[src/hdl/blm_pkg.sv]
// Shared types and constants for the Brent line minimizer.
// Used by the multiplier, the divider, the sequencer core and the top level.
// No dependencies.
package blm_pkg;

   localparam int DATA_WIDTH     = 32;
   localparam int FRAC_BITS      = 16;
   localparam int ITER_WIDTH     = 16;
   localparam int WIDE_WIDTH     = 64;
   localparam int PROD_WIDTH     = 2 * WIDE_WIDTH;
   localparam int MAG_BITS       = 62;
   localparam int DIV_BITS       = MAG_BITS + FRAC_BITS;
   localparam int DIV_CNT_WIDTH  = $clog2(DIV_BITS);
   localparam int CSR_ADDR_WIDTH = 4;
   localparam int CSR_DATA_WIDTH = 32;

   localparam logic signed [WIDE_WIDTH-1:0] LIM62    = 64'sh3FFF_FFFF_FFFF_FFFF;
   localparam logic signed [WIDE_WIDTH-1:0] GOLDEN   = 64'sd25033;
   // ceil(2^53 / 2000000): exact floor(width / 2000000) for any 32-bit width
   localparam logic [WIDE_WIDTH-1:0]        RECIP_M  = 64'd4503599628;
   localparam int                           RECIP_SH = 53;

   localparam logic CMD_START = 1'b0;
   localparam logic CMD_VALUE = 1'b1;

   localparam logic [2:0] ST_PROBE      = 3'd0;
   localparam logic [2:0] ST_CONVERGED  = 3'd1;
   localparam logic [2:0] ST_LIMIT      = 3'd2;
   localparam logic [2:0] ST_BAD_BOUNDS = 3'd3;
   localparam logic [2:0] ST_NO_SEARCH  = 3'd4;

   localparam logic [1:0] REG_LOWER     = 2'd0;
   localparam logic [1:0] REG_UPPER     = 2'd1;
   localparam logic [1:0] REG_TOLERANCE = 2'd2;
   localparam logic [1:0] REG_MAX_ITER  = 2'd3;

   typedef struct packed {
      logic                         cmd;
      logic signed [DATA_WIDTH-1:0] func_value;
   } req_type;

   typedef struct packed {
      logic signed [DATA_WIDTH-1:0] probe_point;
      logic signed [DATA_WIDTH-1:0] best_value;
      logic [ITER_WIDTH-1:0]        iteration_index;
      logic [2:0]                   status;
   } rsp_type;

   typedef struct packed {
      logic signed [DATA_WIDTH-1:0] lower_bound;
      logic signed [DATA_WIDTH-1:0] upper_bound;
      logic [DATA_WIDTH-2:0]        tolerance;
      logic [ITER_WIDTH-1:0]        max_iterations;
   } cfg_type;

   typedef struct packed {
      logic                         start;
      logic signed [WIDE_WIDTH-1:0] op_a;
      logic signed [WIDE_WIDTH-1:0] op_b;
   } mul_req_type;

   typedef struct packed {
      logic                         done;
      logic signed [WIDE_WIDTH-1:0] result;
      logic [PROD_WIDTH-1:0]        product;
   } mul_rsp_type;

   typedef struct packed {
      logic                         start;
      logic signed [WIDE_WIDTH-1:0] numer;
      logic signed [WIDE_WIDTH-1:0] denom;
   } div_req_type;

   typedef struct packed {
      logic                         done;
      logic signed [WIDE_WIDTH-1:0] quotient;
   } div_rsp_type;

endpackage

[src/hdl/blm_div.sv]
// Restoring divider, one quotient bit per cycle, for the parabolic step.
// Depends on blm_pkg.
module blm_div (
   input  logic                 clock,
   input  logic                 reset,
   input  blm_pkg::div_req_type div_req,
   output blm_pkg::div_rsp_type div_rsp
);
   import blm_pkg::*;

   logic [DIV_BITS-1:0]      work_ff, work_in;
   logic [WIDE_WIDTH-1:0]    rem_ff, rem_in, den_ff, den_in;
   logic                     neg_ff, neg_in;
   logic [DIV_CNT_WIDTH-1:0] cnt_ff, cnt_in;
   logic                     busy_ff, busy_in, done_ff, done_in;

   logic [WIDE_WIDTH:0]   trial, diff;
   logic                  fits;
   logic [WIDE_WIDTH-1:0] nmag, mag;
   logic                  sat;

   always_comb begin
      trial = {rem_ff, work_ff[DIV_BITS-1]};
      diff  = trial - {1'b0, den_ff};
      fits  = trial >= {1'b0, den_ff};
      nmag  = div_req.numer[63] ? -div_req.numer : div_req.numer;
   end

   always_comb begin
      work_in = work_ff;
      rem_in  = rem_ff;
      den_in  = den_ff;
      neg_in  = neg_ff;
      cnt_in  = cnt_ff;
      busy_in = busy_ff;
      done_in = 1'b0;
      if (div_req.start) begin
         work_in = {nmag[MAG_BITS-1:0], {FRAC_BITS{1'b0}}};
         rem_in  = '0;
         den_in  = div_req.denom;
         neg_in  = div_req.numer[63];
         cnt_in  = DIV_CNT_WIDTH'(DIV_BITS - 1);
         busy_in = 1'b1;
      end else if (busy_ff) begin
         rem_in  = fits ? diff[WIDE_WIDTH-1:0] : trial[WIDE_WIDTH-1:0];
         work_in = {work_ff[DIV_BITS-2:0], fits};
         cnt_in  = cnt_ff - 1'b1;
         if (cnt_ff == '0) begin
            busy_in = 1'b0;
            done_in = 1'b1;
         end
      end
   end

   always_ff @(posedge clock) begin
      if (reset) begin
         busy_ff <= 1'b0;
         done_ff <= 1'b0;
         cnt_ff  <= '0;
      end else begin
         busy_ff <= busy_in;
         done_ff <= done_in;
         cnt_ff  <= cnt_in;
      end
      work_ff <= work_in;
      rem_ff  <= rem_in;
      den_ff  <= den_in;
      neg_ff  <= neg_in;
   end

   always_comb begin
      sat              = |work_ff[DIV_BITS-1:MAG_BITS];
      mag              = sat ? LIM62 : {2'b00, work_ff[MAG_BITS-1:0]};
      div_rsp.done     = done_ff;
      div_rsp.quotient = neg_ff ? -mag : mag;
   end

endmodule

[config.mk]
export PLATFORM = sky130hd
export DESIGN_NAME = blm_div
export DESIGN_NICKNAME = d
export VERILOG_FILES = /design/src/hdl/blm_pkg.sv /design/src/hdl/blm_div.sv
export SDC_FILE = /design/constraint.sdc
export NUM_CORES = 1
export LEC_CHECK = 0
export BUFFER_PORTS_ARGS = -buffer_cell sky130_fd_sc_hd__buf_2
export CAP_MARGIN = 25
export CELL_PAD_IN_SITES_DETAIL_PLACEMENT = 1
export CELL_PAD_IN_SITES_GLOBAL_PLACEMENT = 2
export CORE_MARGIN = 2
export CORE_UTILIZATION = 37
export CTS_BUF_LIST = sky130_fd_sc_hd__clkbuf_8
export DETAILED_ROUTE_END_ITERATION = 7
export PLACE_DENSITY = 0.8
export REMOVE_ABC_BUFFERS = 1
export SETUP_SLACK_MARGIN = 0.02
export SYNTH_ARGS = -nofsm -noshare
export SYNTH_HDL_FRONTEND = slang
export SYNTH_SLANG_ARGS = --single-unit
[constraint.sdc]
create_clock -name clock -period 5.8 [get_ports clock]
set_input_delay 0.87 -clock clock [delete_from_list [all_inputs] [get_ports clock]]
set_output_delay 0.87 -clock clock [all_outputs]
set_load 0.005 [all_outputs]
==> summary.txt <==
Final layout
  – Post-layout net count: 2065
  – Core Util, Final: approximately 44%
  – Share of cells above drive strength 1: 16.54%
  – Area Overhead vs Synth: 15.73%
  – Footprint of the multi-input gates: between 8000 and 9000 sq um
  – Reg area: 5599 sq um
  – Fillers: 4709

Outcome
  – Status: completed

Power and ir drop
  – Total power: 4.729 mW
  – Part of the power in registers: 40.0%
  – Comb pwr share: 25.7%
  – Power per Cell Area: about 270 nW/um^2
  – Power Internal: 3.190 mW
  – Power share of the clock group: around 34%
  – Switching part of the total: around 33%
  – Leakage: about 7.3 nW
  – Peak supply drop: 0.1010 mV
  – Switching pwr: about 1.5 mW

Clock network
  – Clock Sinks: approximately 220
  – CTS tree: yes
  – Clock-pin slew on the worst setup and hold paths: 0.06 ns
  – Clock root cell: clkbuf_8
  – CTS max path bufs: 3
  – CTS H-tree lvls: 2
  – Worst skew pair latency: just over 0.6 ns
  – Num CTS Buffers: 42
  – Hold-fix buffers, CTS: 0

Detailed routing
  – WL/cell: 18.61 microns
  – Vias: 13510
  – DRC: 0
  – ANT nets after route: 0
  – Vias/cell: approximately 5.6
  – Routed WL: 45120 microns
  – DR pass1 iterations: 5
  – 1st-iter DRT viols: 678

Synth
  – Seq cells post-synth: about 220
  – Synth Cell Area: 15020 sq um
  – EDFF count, synth: 127
  – Syn Area/Cell: 8.783 sq um
  – Top-area cell type share of the netlist area: between 20% and 30%
  – Synth Flop Type: edfxtp_1
  – Syn Inst Count: between 1500 and 2000
  – Leading area contributor after synthesis: edfxtp_1
  – Ys async rst share: 0%
  – Synth top area cells: edfxtp_1, dfxtp_1, xnor2_1
  – Synth warn: 0
  – Synth cell types: 76
  – Sequential share of the synthesized area: a little under two fifths

Min path
  – Hold crit path type: in2reg

STA
  – Slew @ Worst Pin: between 1 and 1.5 ns
  – Final Skew: 0.02810 ns
  – Final Hold Viols: 0
  – Hold WS: 0.4362 ns
  – Pins Over Slew Limit: 0
  – Slew Limit Headroom: a little under a third
  – Final setup fails: 0
  – Max Fclk: approximately 180 MHz
  – RSZ-0062 raised after global routing: false
  – Min Tclk post-route: roughly 5.5 ns
  – Period utilisation layout: 95.35%

Global routing
  – Initial antenna violation count: 5
  – Global-route wire length before repair: 72720 microns
  – Tot GR Track Use: 21.36%
  – Number of global-route vias before repair: 13690
  – Largest net degree at the start of global routing: 90
  – Grt total ovfl: 0

Placement
  – DP HPWL: 33040 microns
  – Port Buffers: 194
  – GPL Wtd Cong: a little over 0.8

Worst setup path
  – Critical Path AT: 4.66 ns
  – CP startpoint kind: register
  – Crit. End Element: output pin
  – CP Class: reg2out
  – WP data required: just under 5 ns
  – CP max FO: 6

Floorplan
  – Core Box Area: 39910 sq um
  – Initial Util: a little under two fifths
  – Die Ht: 205.5 microns
  – Die Area: 42220 sq um
  – Die Wd: 205.5 microns
  – # rows: 73
  – IO Pins: 196

Run
  – Max-cap viol count: 0
[flip-flops by register name (all words and copies together), names as in the netlist]
signal,count
busy_ff,1
cnt_ff,7
den_ff,64
done_ff,1
neg_ff,1
rem_ff,64
work_ff,78
[worst max-delay path, cell delays in order, from the launching register on]
cell	delay [ns]
dfxtp_1	0.36
or3_4	0.42
or4_4	0.45
or4_4	0.46
or4_4	0.54
nor2_8	0.14
nand2_2	0.07
or3_4	0.38
nor3_4	0.27
nand2_1	0.22
nor3_1	0.23
o21ai_0	0.10
o311ai_0	0.20
buf_2	0.23
[power by group through the flow]
stage | combinational [mW] | sequential (mW) | clock, mW
after floorplan | 0.826 | 1.90 | 0
after global placement | 1.18 | 1.93 | 0
after detailed placement | 1.20 | 1.93 | 0
after CTS | 1.21 | 1.90 | 1.68
after global routing | 1.36 | 1.91 | 1.74
final | 1.22 | 1.89 | 1.62
[routing by layer]
metal	vias up	wire (microns)	GRT usage, %
met5	-	48	0
met4	8	1042	6.809
met3	66	2015	3.690
met2	246	20870	34.93
met1	6542	21150	28.62
li1	6646	-	-
[path summary, 6_finish.rpt]
check	start	to	slack, ns	cells past startpoint
hold reg to reg	rem_ff[31]	rem_ff[31]	0.51	2
setup reg to reg	work_ff[77]	rem_ff[56]	1.25	16
hold / removal	div_req[47]	den_ff[47]	0.44	1
setup / recovery	work_ff[9]	div_rsp[57]	0.27	13
[logic make-up after synthesis]
logic type	Yosys count	synth area share, %
compound gates	534	23.93
xor+xnor	146	8.514
fa+ha+maj	69	5.798
buf+inv	192	4.898
flops	216	37.25
mux	33	2.208
simple gates	520	17.39
[stage by stage]
stage,setup WS (ns),std cells,instance area [sq um],TNS (ns)
after detailed placement,0.9165,2344,16440,0
after floorplan,-2.061,1609,14630,-120.25
after CTS,0.2354,2422,17320,0
after global placement,0.9692,2343,16410,0
final,0.2695,2425,17380,0
after global routing,0.03408,2424,17380,0
[what timing repair did]
| item | CTS | global route |
|---|---|---|
| endpoints found under the setup margin | 0 | 2 |
| hold endpoints to repair | 0 | 0 |
| resized for setup | 0 | 3 |
| buffers inserted | 0 | 0 |
[cell type report]
class | instances | area share (%)
repair buffers | 212 | 6.774
clock inverters | 32 | 1.432
inverters | 91 | 1.965
multi-input cells | 1302 | 50.18
clock buffers | 46 | 3.642
flip-flops and latches | 216 | 32.21
well taps | 525 | 3.779
diodes | 1 | 0.01440
[placed cells by master, fill, tap and decap left out, types with 10 or more instances in the layout]
cell | Yosys | final
a21oi_1 | 123 | 123
nand2b_1 | 19 | 19
o41ai_1 | 10 | 10
nor3_1 | 35 | 35
clkbuf_8 | 0 | 46
o311ai_0 | 26 | 26
nor2b_1 | 13 | 12
nor4_1 | 18 | 17
or3_1 | 18 | 18
dfxtp_1 | 89 | 88
xor2_1 | 48 | 48
nand4_1 | 20 | 20
buf_2 | 9 | 193
inv_1 | 90 | 101
a31oi_1 | 11 | 10
o31ai_1 | 25 | 25
o21ai_0 | 121 | 121
mux2i_1 | 32 | 32
a21o_1 | 31 | 31
edfxtp_1 | 127 | 127
xnor2_1 | 98 | 98
nor2_1 | 180 | 180
nand2_1 | 112 | 112
buf_4 | 1 | 14
and3_1 | 16 | 16
or4_1 | 18 | 17
a22o_1 | 68 | 68
a211oi_1 | 55 | 55
ha_1 | 68 | 68
nand3_1 | 27 | 27
[synth_stat cells, drive strengths merged (32+ instances only)]
master    n
a21oi   123
a211oi   55
o21ai   124
xnor2    98
a22o     68
clkbuf   86
edfxtp  127
xor2     48
mux2i    32
nand2   113
inv      91
nor2    181
dfxtp    89
ha       68
nor3     39
Note: power is estimated with default switching activity, not from simulation.
