## config.mk

```make
export PLATFORM = sky130hd
export DESIGN_NAME = blm_mul
export DESIGN_NICKNAME = d
export VERILOG_FILES = /design/src/hdl/blm_pkg.sv /design/src/hdl/blm_mul.sv
export SDC_FILE = /design/constraint.sdc
export NUM_CORES = 2
export LEC_CHECK = 0
export ABC_AREA = 1
export BUFFER_PORTS_ARGS = -buffer_cell sky130_fd_sc_hd__clkbuf_2
export CORE_ASPECT_RATIO = 1.1
export CORE_UTILIZATION = 59
export CTS_BUF_LIST = sky130_fd_sc_hd__clkbuf_2
export DETAILED_ROUTE_END_ITERATION = 12
export HOLD_SLACK_MARGIN = 0.15
export PLACE_DENSITY = 0.8
export SLEW_MARGIN = 15
export SYNTH_ARGS = -nofsm -noshare
export SYNTH_HDL_FRONTEND = slang
export SYNTH_SLANG_ARGS = --single-unit
```

## constraint.sdc

```tcl
create_clock -name clock -period 9.9 [get_ports clock]
set_clock_uncertainty 0.2 [all_clocks]
set_input_delay 1.485 -clock clock [delete_from_list [all_inputs] [get_ports clock]]
set_output_delay 1.485 -clock clock [all_outputs]
set_load 0.02 [all_outputs]
```

## src/hdl/blm_pkg.sv

```systemverilog
// Shared types and constants for the Brent line minimizer.
// Used by the multiplier, the divider, the sequencer core and the top level.
// No dependencies.
package blm_pkg;

   localparam int DATA_WIDTH     = 32;
   localparam int FRAC_BITS      = 16;
   localparam int ITER_WIDTH     = 16;
   localparam int WIDE_WIDTH     = 64;
   localparam int PROD_WIDTH     = 2 * WIDE_WIDTH;
   localparam int MAG_BITS       = 62;
   localparam int DIV_BITS       = MAG_BITS + FRAC_BITS;
   localparam int DIV_CNT_WIDTH  = $clog2(DIV_BITS);
   localparam int CSR_ADDR_WIDTH = 4;
   localparam int CSR_DATA_WIDTH = 32;

   localparam logic signed [WIDE_WIDTH-1:0] LIM62    = 64'sh3FFF_FFFF_FFFF_FFFF;
   localparam logic signed [WIDE_WIDTH-1:0] GOLDEN   = 64'sd25033;
   // ceil(2^53 / 2000000): exact floor(width / 2000000) for any 32-bit width
   localparam logic [WIDE_WIDTH-1:0]        RECIP_M  = 64'd4503599628;
   localparam int                           RECIP_SH = 53;

   localparam logic CMD_START = 1'b0;
   localparam logic CMD_VALUE = 1'b1;

   localparam logic [2:0] ST_PROBE      = 3'd0;
   localparam logic [2:0] ST_CONVERGED  = 3'd1;
   localparam logic [2:0] ST_LIMIT      = 3'd2;
   localparam logic [2:0] ST_BAD_BOUNDS = 3'd3;
   localparam logic [2:0] ST_NO_SEARCH  = 3'd4;

   localparam logic [1:0] REG_LOWER     = 2'd0;
   localparam logic [1:0] REG_UPPER     = 2'd1;
   localparam logic [1:0] REG_TOLERANCE = 2'd2;
   localparam logic [1:0] REG_MAX_ITER  = 2'd3;

   typedef struct packed {
      logic                         cmd;
      logic signed [DATA_WIDTH-1:0] func_value;
   } req_type;

   typedef struct packed {
      logic signed [DATA_WIDTH-1:0] probe_point;
      logic signed [DATA_WIDTH-1:0] best_value;
      logic [ITER_WIDTH-1:0]        iteration_index;
      logic [2:0]                   status;
   } rsp_type;

   typedef struct packed {
      logic signed [DATA_WIDTH-1:0] lower_bound;
      logic signed [DATA_WIDTH-1:0] upper_bound;
      logic [DATA_WIDTH-2:0]        tolerance;
      logic [ITER_WIDTH-1:0]        max_iterations;
   } cfg_type;

   typedef struct packed {
      logic                         start;
      logic signed [WIDE_WIDTH-1:0] op_a;
      logic signed [WIDE_WIDTH-1:0] op_b;
   } mul_req_type;

   typedef struct packed {
      logic                         done;
      logic signed [WIDE_WIDTH-1:0] result;
      logic [PROD_WIDTH-1:0]        product;
   } mul_rsp_type;

   typedef struct packed {
      logic                         start;
      logic signed [WIDE_WIDTH-1:0] numer;
      logic signed [WIDE_WIDTH-1:0] denom;
   } div_req_type;

   typedef struct packed {
      logic                         done;
      logic signed [WIDE_WIDTH-1:0] quotient;
   } div_rsp_type;

endpackage

```

## src/hdl/blm_mul.sv

```systemverilog
// Iterative fixed-point multiplier: one 32x32 partial product per cycle.
// Depends on blm_pkg.
module blm_mul (
   input  logic                 clock,
   input  logic                 reset,
   input  blm_pkg::mul_req_type mul_req,
   output blm_pkg::mul_rsp_type mul_rsp
);
   import blm_pkg::*;

   logic [WIDE_WIDTH-1:0] ua_ff, ua_in, ub_ff, ub_in;
   logic                  neg_ff, neg_in;
   logic [PROD_WIDTH-1:0] acc_ff, acc_in;
   logic [1:0]            cnt_ff, cnt_in;
   logic                  busy_ff, busy_in, done_ff, done_in;

   logic [31:0]                 part_a, part_b;
   logic [WIDE_WIDTH-1:0]       partial;
   logic [PROD_WIDTH-1:0]       aligned;
   logic [WIDE_WIDTH-1:0]       mag;
   logic                        sat;

   always_comb begin
      part_a  = cnt_ff[1] ? ua_ff[63:32] : ua_ff[31:0];
      part_b  = cnt_ff[0] ? ub_ff[63:32] : ub_ff[31:0];
      partial = part_a * part_b;
      case (cnt_ff)
         2'd0:    aligned = {64'd0, partial};
         2'd3:    aligned = {partial, 64'd0};
         default: aligned = {32'd0, partial, 32'd0};
      endcase
   end

   always_comb begin
      ua_in   = ua_ff;
      ub_in   = ub_ff;
      neg_in  = neg_ff;
      acc_in  = acc_ff;
      cnt_in  = cnt_ff;
      busy_in = busy_ff;
      done_in = 1'b0;
      if (mul_req.start) begin
         ua_in   = mul_req.op_a[63] ? -mul_req.op_a : mul_req.op_a;
         ub_in   = mul_req.op_b[63] ? -mul_req.op_b : mul_req.op_b;
         neg_in  = mul_req.op_a[63] ^ mul_req.op_b[63];
         acc_in  = '0;
         cnt_in  = '0;
         busy_in = 1'b1;
      end else if (busy_ff) begin
         acc_in = acc_ff + aligned;
         cnt_in = cnt_ff + 2'd1;
         if (cnt_ff == 2'd3) begin
            busy_in = 1'b0;
            done_in = 1'b1;
         end
      end
   end

   always_ff @(posedge clock) begin
      if (reset) begin
         busy_ff <= 1'b0;
         done_ff <= 1'b0;
         cnt_ff  <= '0;
      end else begin
         busy_ff <= busy_in;
         done_ff <= done_in;
         cnt_ff  <= cnt_in;
      end
      ua_ff  <= ua_in;
      ub_ff  <= ub_in;
      neg_ff <= neg_in;
      acc_ff <= acc_in;
   end

   // Drop the fraction bits and saturate the magnitude to 2^62-1.
   always_comb begin
      sat             = |acc_ff[PROD_WIDTH-1:MAG_BITS+FRAC_BITS];
      mag             = sat ? LIM62 : {2'b00, acc_ff[MAG_BITS+FRAC_BITS-1:FRAC_BITS]};
      mul_rsp.done    = done_ff;
      mul_rsp.result  = neg_ff ? -mag : mag;
      mul_rsp.product = acc_ff;
   end

endmodule

```

==> impl_metrics.json, run 1 <==
{
  "placement.io_buffers": 323,
  "synth.distinct_cells": 50,
  "numCtsBuffers": 73,
  "gp_congestion": 1.21,
  "syn_area_mm2": 0.0619,
  "overflow": 168,
  "yosys.area.top_type": "fa_1",
  "crit_endpoint": "acc_ff[125]$_SDFFE_PP0P_/D",
  "ctsHoldBuffers": 0,
  "pre_cts_slack_ns": -1.20,
  "syn-num-nets": 10400,
  "synth-main-ff-cell": "dfxtp_1",
  "stop_stage": "5_1_grt",
  "worstEndpointType": "sequential cell input",
  "grt_use_total": 0.725,
  "die_width_um": 311,
  "grt_max_degree": 85,
  "clock_path_buffers": 3,
  "netlist_instances": 8994,
  "cts-root-buf": "clkbuf_2",
  "ys_seq_area_frac": 0.105,
  "ys_ff_latch": 261,
  "initial_core_util": 0.595,
  "cts_max_level": 3,
  "dp.cells": 11800,
  "outcome": "aborted with a tool error",
  "fp-row-count": 124,
  "dp.final_hpwl_um": 255000,
  "yosysWarnings": 0,
  "synth_commonest_cells": "inv_1 (1849), nand2_1 (1740), nor2_1 (1582)",
  "die_h_um": 342,
  "synth_top_area_share": 0.290,
  "yosysMostFrequentCell": "inv_1",
  "synth_edf_count": 129,
  "synth_area_leaders": "fa_1 (29%), inv_1 (11%), nand2_1 (11%), nor2_1 (9.6%), ha_1 (8.1%)",
  "clock-sinks": 261,
  "error": "[ERROR GRT-0232] Routing congestion too high. Check the congestion heatmap in the GUI.",
  "boundaryPins": 324,
  "syn_avg_cell_area_um2": 6.88,
  "synth-async-reset-ratio": 0
}
## routing by layer
layer,GRT overflow,GRT usage
met5,0,0.185
met2,90,0.912
met3,4,0.538
met4,71,0.704
met1,3,0.743
## kinds of logic after synthesis
kind of cell	synth area share
AOI/OAI and AO/OA	0.0882
xor gates and xnor gates	0.0369
adders and majority gates	0.371
buffers and inverters	0.132
DFF	0.105
and+or+nand+nor	0.266
## through the flow
step | instance area (um^2) | TNS [ns] | hold WS [ns]
after CTS | 80800 | -1.42 | 0.264
after detailed placement | 75400 | -72.90 | 0.329
after global placement | 75400 | -67.01 | 0.317
after floorplan | 61900 | 0 | 0.405
## what timing repair did
item	4_1_cts
resized for setup	1063
pin swaps	261
setup buffers	128
cloned	4
endpoints found under the setup margin	110
==> inputs of run 2 (changes only) <==
--- a/config.mk
+++ b/config.mk
@@ -7,12 +7,9 @@
 export LEC_CHECK = 0
 export ABC_AREA = 1
 export BUFFER_PORTS_ARGS = -buffer_cell sky130_fd_sc_hd__clkbuf_2
-export CORE_ASPECT_RATIO = 1.1
-export CORE_UTILIZATION = 59
-export CTS_BUF_LIST = sky130_fd_sc_hd__clkbuf_2
+export CORE_UTILIZATION = 40
 export DETAILED_ROUTE_END_ITERATION = 12
-export HOLD_SLACK_MARGIN = 0.15
-export PLACE_DENSITY = 0.8
+export PLACE_DENSITY_LB_ADDON = 0.15
 export SLEW_MARGIN = 15
 export SYNTH_ARGS = -nofsm -noshare
 export SYNTH_HDL_FRONTEND = slang
==> constraint.sdc (replaced) <==
create_clock -name clock -period 12.9 [get_ports clock]
set_clock_uncertainty 0.2 [all_clocks]
set_input_delay 1.935 -clock clock [delete_from_list [all_inputs] [get_ports clock]]
set_output_delay 1.935 -clock clock [all_outputs]
set_load 0.02 [all_outputs]
==> impl_metrics.json, run 2 <==
{
  "synth_xor_area_frac": 0.0369,
  "coreArea_mm2": 0.153,
  "final_common_cell": "inv_1",
  "drt_first_pass_iters": 8,
  "yosysMostFrequentCell": "inv_1",
  "worst_pin_slew_ns": 1.30,
  "layout_common_cells": "inv_1 (1848), nand2_1 (1740), nor2_1 (1582)",
  "die_h_um": 395,
  "synth-main-ff-cell": "dfxtp_1",
  "cts_tree": "done",
  "synth_commonest_cells": "inv_1 (1849), nand2_1 (1740), nor2_1 (1582)",
  "area.sequential_mm2": 0.00652,
  "yosysWarnings": 0,
  "period_needed_ns": 12.74,
  "maxCapViolCount": 0,
  "regMostFlops": "acc_ff",
  "placement.io_buffers": 323,
  "grt_use_total": 0.401,
  "layout.nets": 10800,
  "critPathCaptureType": "flip-flop",
  "setup_viol": 0,
  "overflow": 0,
  "ys_seq_area_frac": 0.105,
  "synth-compound-area-share": 0.0882,
  "initial_core_util": 0.405,
  "top_regs": "acc_ff x128, ua_ff x64, ub_ff x64",
  "crit_required_ns": 13.27,
  "first_iter_violations": 7425,
  "hold_path.class": "reg -> reg",
  "min-delay-start": "acc_ff[68]",
  "critPathMaxFanout": 34,
  "viasPerCell": 5.57,
  "synth_fa_ha_area_frac": 0.371,
  "ctsHoldBuffers": 0,
  "r2r_setup_slack_ns": 0.16,
  "syn_avg_cell_area_um2": 6.88,
  "synth.area.mux_share": 0,
  "worstPathArrival_ns": 13.12,
  "fp-row-count": 143,
  "fin_setup_tns_ns": 0,
  "crit_slowest_cell": "o21ai_4",
  "grt_first_pass_wirelength_um": 447000,
  "fillers": 16400,
  "outcome": "complete, no violations",
  "cpMostUsedCell": "fa_1",
  "yosys.area.top_type": "fa_1",
  "crit_type": "reg -> reg",
  "clk_latency_ns": 0.64,
  "die_width_um": 395,
  "multi_input_area_mm2": 0.0474,
  "vias": 63700,
  "worstHoldPathCells": 2,
  "path_clk_slew_ns": 0.06,
  "antenna_found_initial": 11,
  "reg2reg_depth": 36,
  "detail_route.wl_per_cell_um": 27.9,
  "grt_max_degree": 99,
  "rr_endpoint": "acc_ff[58]",
  "synth_area_leaders": "fa_1 (29%), inv_1 (11%), nand2_1 (11%), nor2_1 (9.6%), ha_1 (8.1%)",
  "synth.distinct_cells": 50,
  "syn_area_mm2": 0.0619,
  "remaining_drc_errors": 0,
  "largest_reg_flops": 128,
  "numCtsBuffers": 37,
  "boundaryPins": 324,
  "r2r_start": "cnt_ff[1]",
  "fin_crit_sh": 0.988,
  "syn2layout_area_growth_pct": 11.1,
  "cp-start-kind": "flip-flop",
  "grt_pass1_vias": 62000,
  "ys_ff_latch": 261,
  "drt-total-wl_um": 319000,
  "cts-root-buf": "clkbuf_16",
  "synth-async-reset-ratio": 0,
  "syn-num-nets": 10400,
  "slew_headroom": 0.133,
  "clock_path_buffers": 3,
  "die_area_mm2": 0.156,
  "drive_above_1_share": 0.0913,
  "finalHoldViolations": 0,
  "rsz0062_at_grt": "false",
  "netlist_instances": 8994,
  "fmax_ghz": 0.0785,
  "clock-sinks": 261,
  "ant_nets": 0,
  "crit_path_max_incr_delay_ns": 0.83,
  "synthSimpleGateAreaFrac": 0.266,
  "gp_congestion": 1.08,
  "dp.final_hpwl_um": 276000,
  "synth_top_family_by_area": "adder cells",
  "synth_top_area_share": 0.290,
  "cts_max_level": 2,
  "report.final.slew_viol_count": 0,
  "min_to": "acc_ff[68]",
  "synth_edf_count": 129
}
==> run 2: cell counts after synthesis <==
No cell type changed its count.
==> run 2: per-stage QoR <==
step | cell area, um^2 | worst slack (ns) | util | hold WS [ns] | std cells
after floorplan | 61900 | 3.62 | - | 0.405 | 8994
after global placement | 67400 | 0.371 | 0.441 | 0.265 | 11400
after detailed placement | 67400 | 0.459 | 0.441 | 0.273 | 11400
after CTS | 68800 | 0.407 | 0.450 | 0.286 | 11400
after global routing | 68800 | 0.107 | 0.450 | 0.317 | 11400
final | 68800 | 0.158 | 0.450 | 0.281 | 11400
==> run 2: per-layer routing <==
| metal | global-route usage | routed length, um | vias to the layer above | part of all wire |
|---|---|---|---|---|
| li1 | - | - | 28200 | - |
| met1 | 0.573 | 137000 | 31400 | 0.43 |
| met2 | 0.569 | 129000 | 3537 | 0.41 |
| met3 | 0.119 | 38200 | 573 | 0.12 |
| met4 | 0.140 | 13500 | 10 | 0.042 |
| met5 | 0.0108 | 267 | - | 0.00084 |
==> run 2: worst max-delay path: cells and delay by family (launching register included) <==
| family | cells | cell delay (ns) |
|---|---|---|
| simple gates | 7 | 1.21 |
| fa+ha+maj | 10 | 4.63 |
| xor+xnor | 2 | 1.33 |
| buf+inv | 8 | 1.78 |
| flops | 1 | 0.32 |
| compound gates | 9 | 3.18 |
==> run 2: final cells by class <==
cell class	instances	share of cell area
Sequential cell	261	0.0948
Multi-Input combinational cell	6585	0.690
Timing Repair Buffer	599	0.0556
Antenna cell	4	0.000146
Clock inverter	26	0.00558
Inverter	1887	0.103
Clock buffer	42	0.0143
Tap cell	2030	0.0369
==> run 2: timing repair <==
| action | 4_1_cts | 5_1_grt |
|---|---|---|
| setup endpoints to repair | 0 | 1 |
| gates resized for setup | 0 | 1 |
| buffers inserted | 0 | 0 |
| hold endpoints to repair | 0 | 0 |
==> run 2: cells by family (layout without fill, tap and decap cells) <==
logic type / Yosys count / after routing
fa+ha+maj: 1299 / 1299
buf+inv: 2148 / 2554
flops: 261 / 261
xor+xnor: 261 / 261
simple gates: 4008 / 4008
other cells: 0 / 4
compound gates: 1017 / 1017
==> run 2: worst max path at each step <==
stage               startpoint     endpoint  slack [ns]  depth (start not counted)
detailed placement   cnt_ff[1]   acc_ff[58]        0.46                         37
CTS                  cnt_ff[1]   acc_ff[58]        0.41                         37
global route         cnt_ff[1]   acc_ff[58]        0.11                         39
global placement     cnt_ff[1]   acc_ff[58]        0.37                         38
floorplan            cnt_ff[0]  acc_ff[103]        3.62                         43
finish               cnt_ff[1]   acc_ff[58]        0.16                         36
Power of run 2 is left out: the tool's default activity adds up to more than one toggle a clock period on the data nets, which glitch-free logic cannot reach.
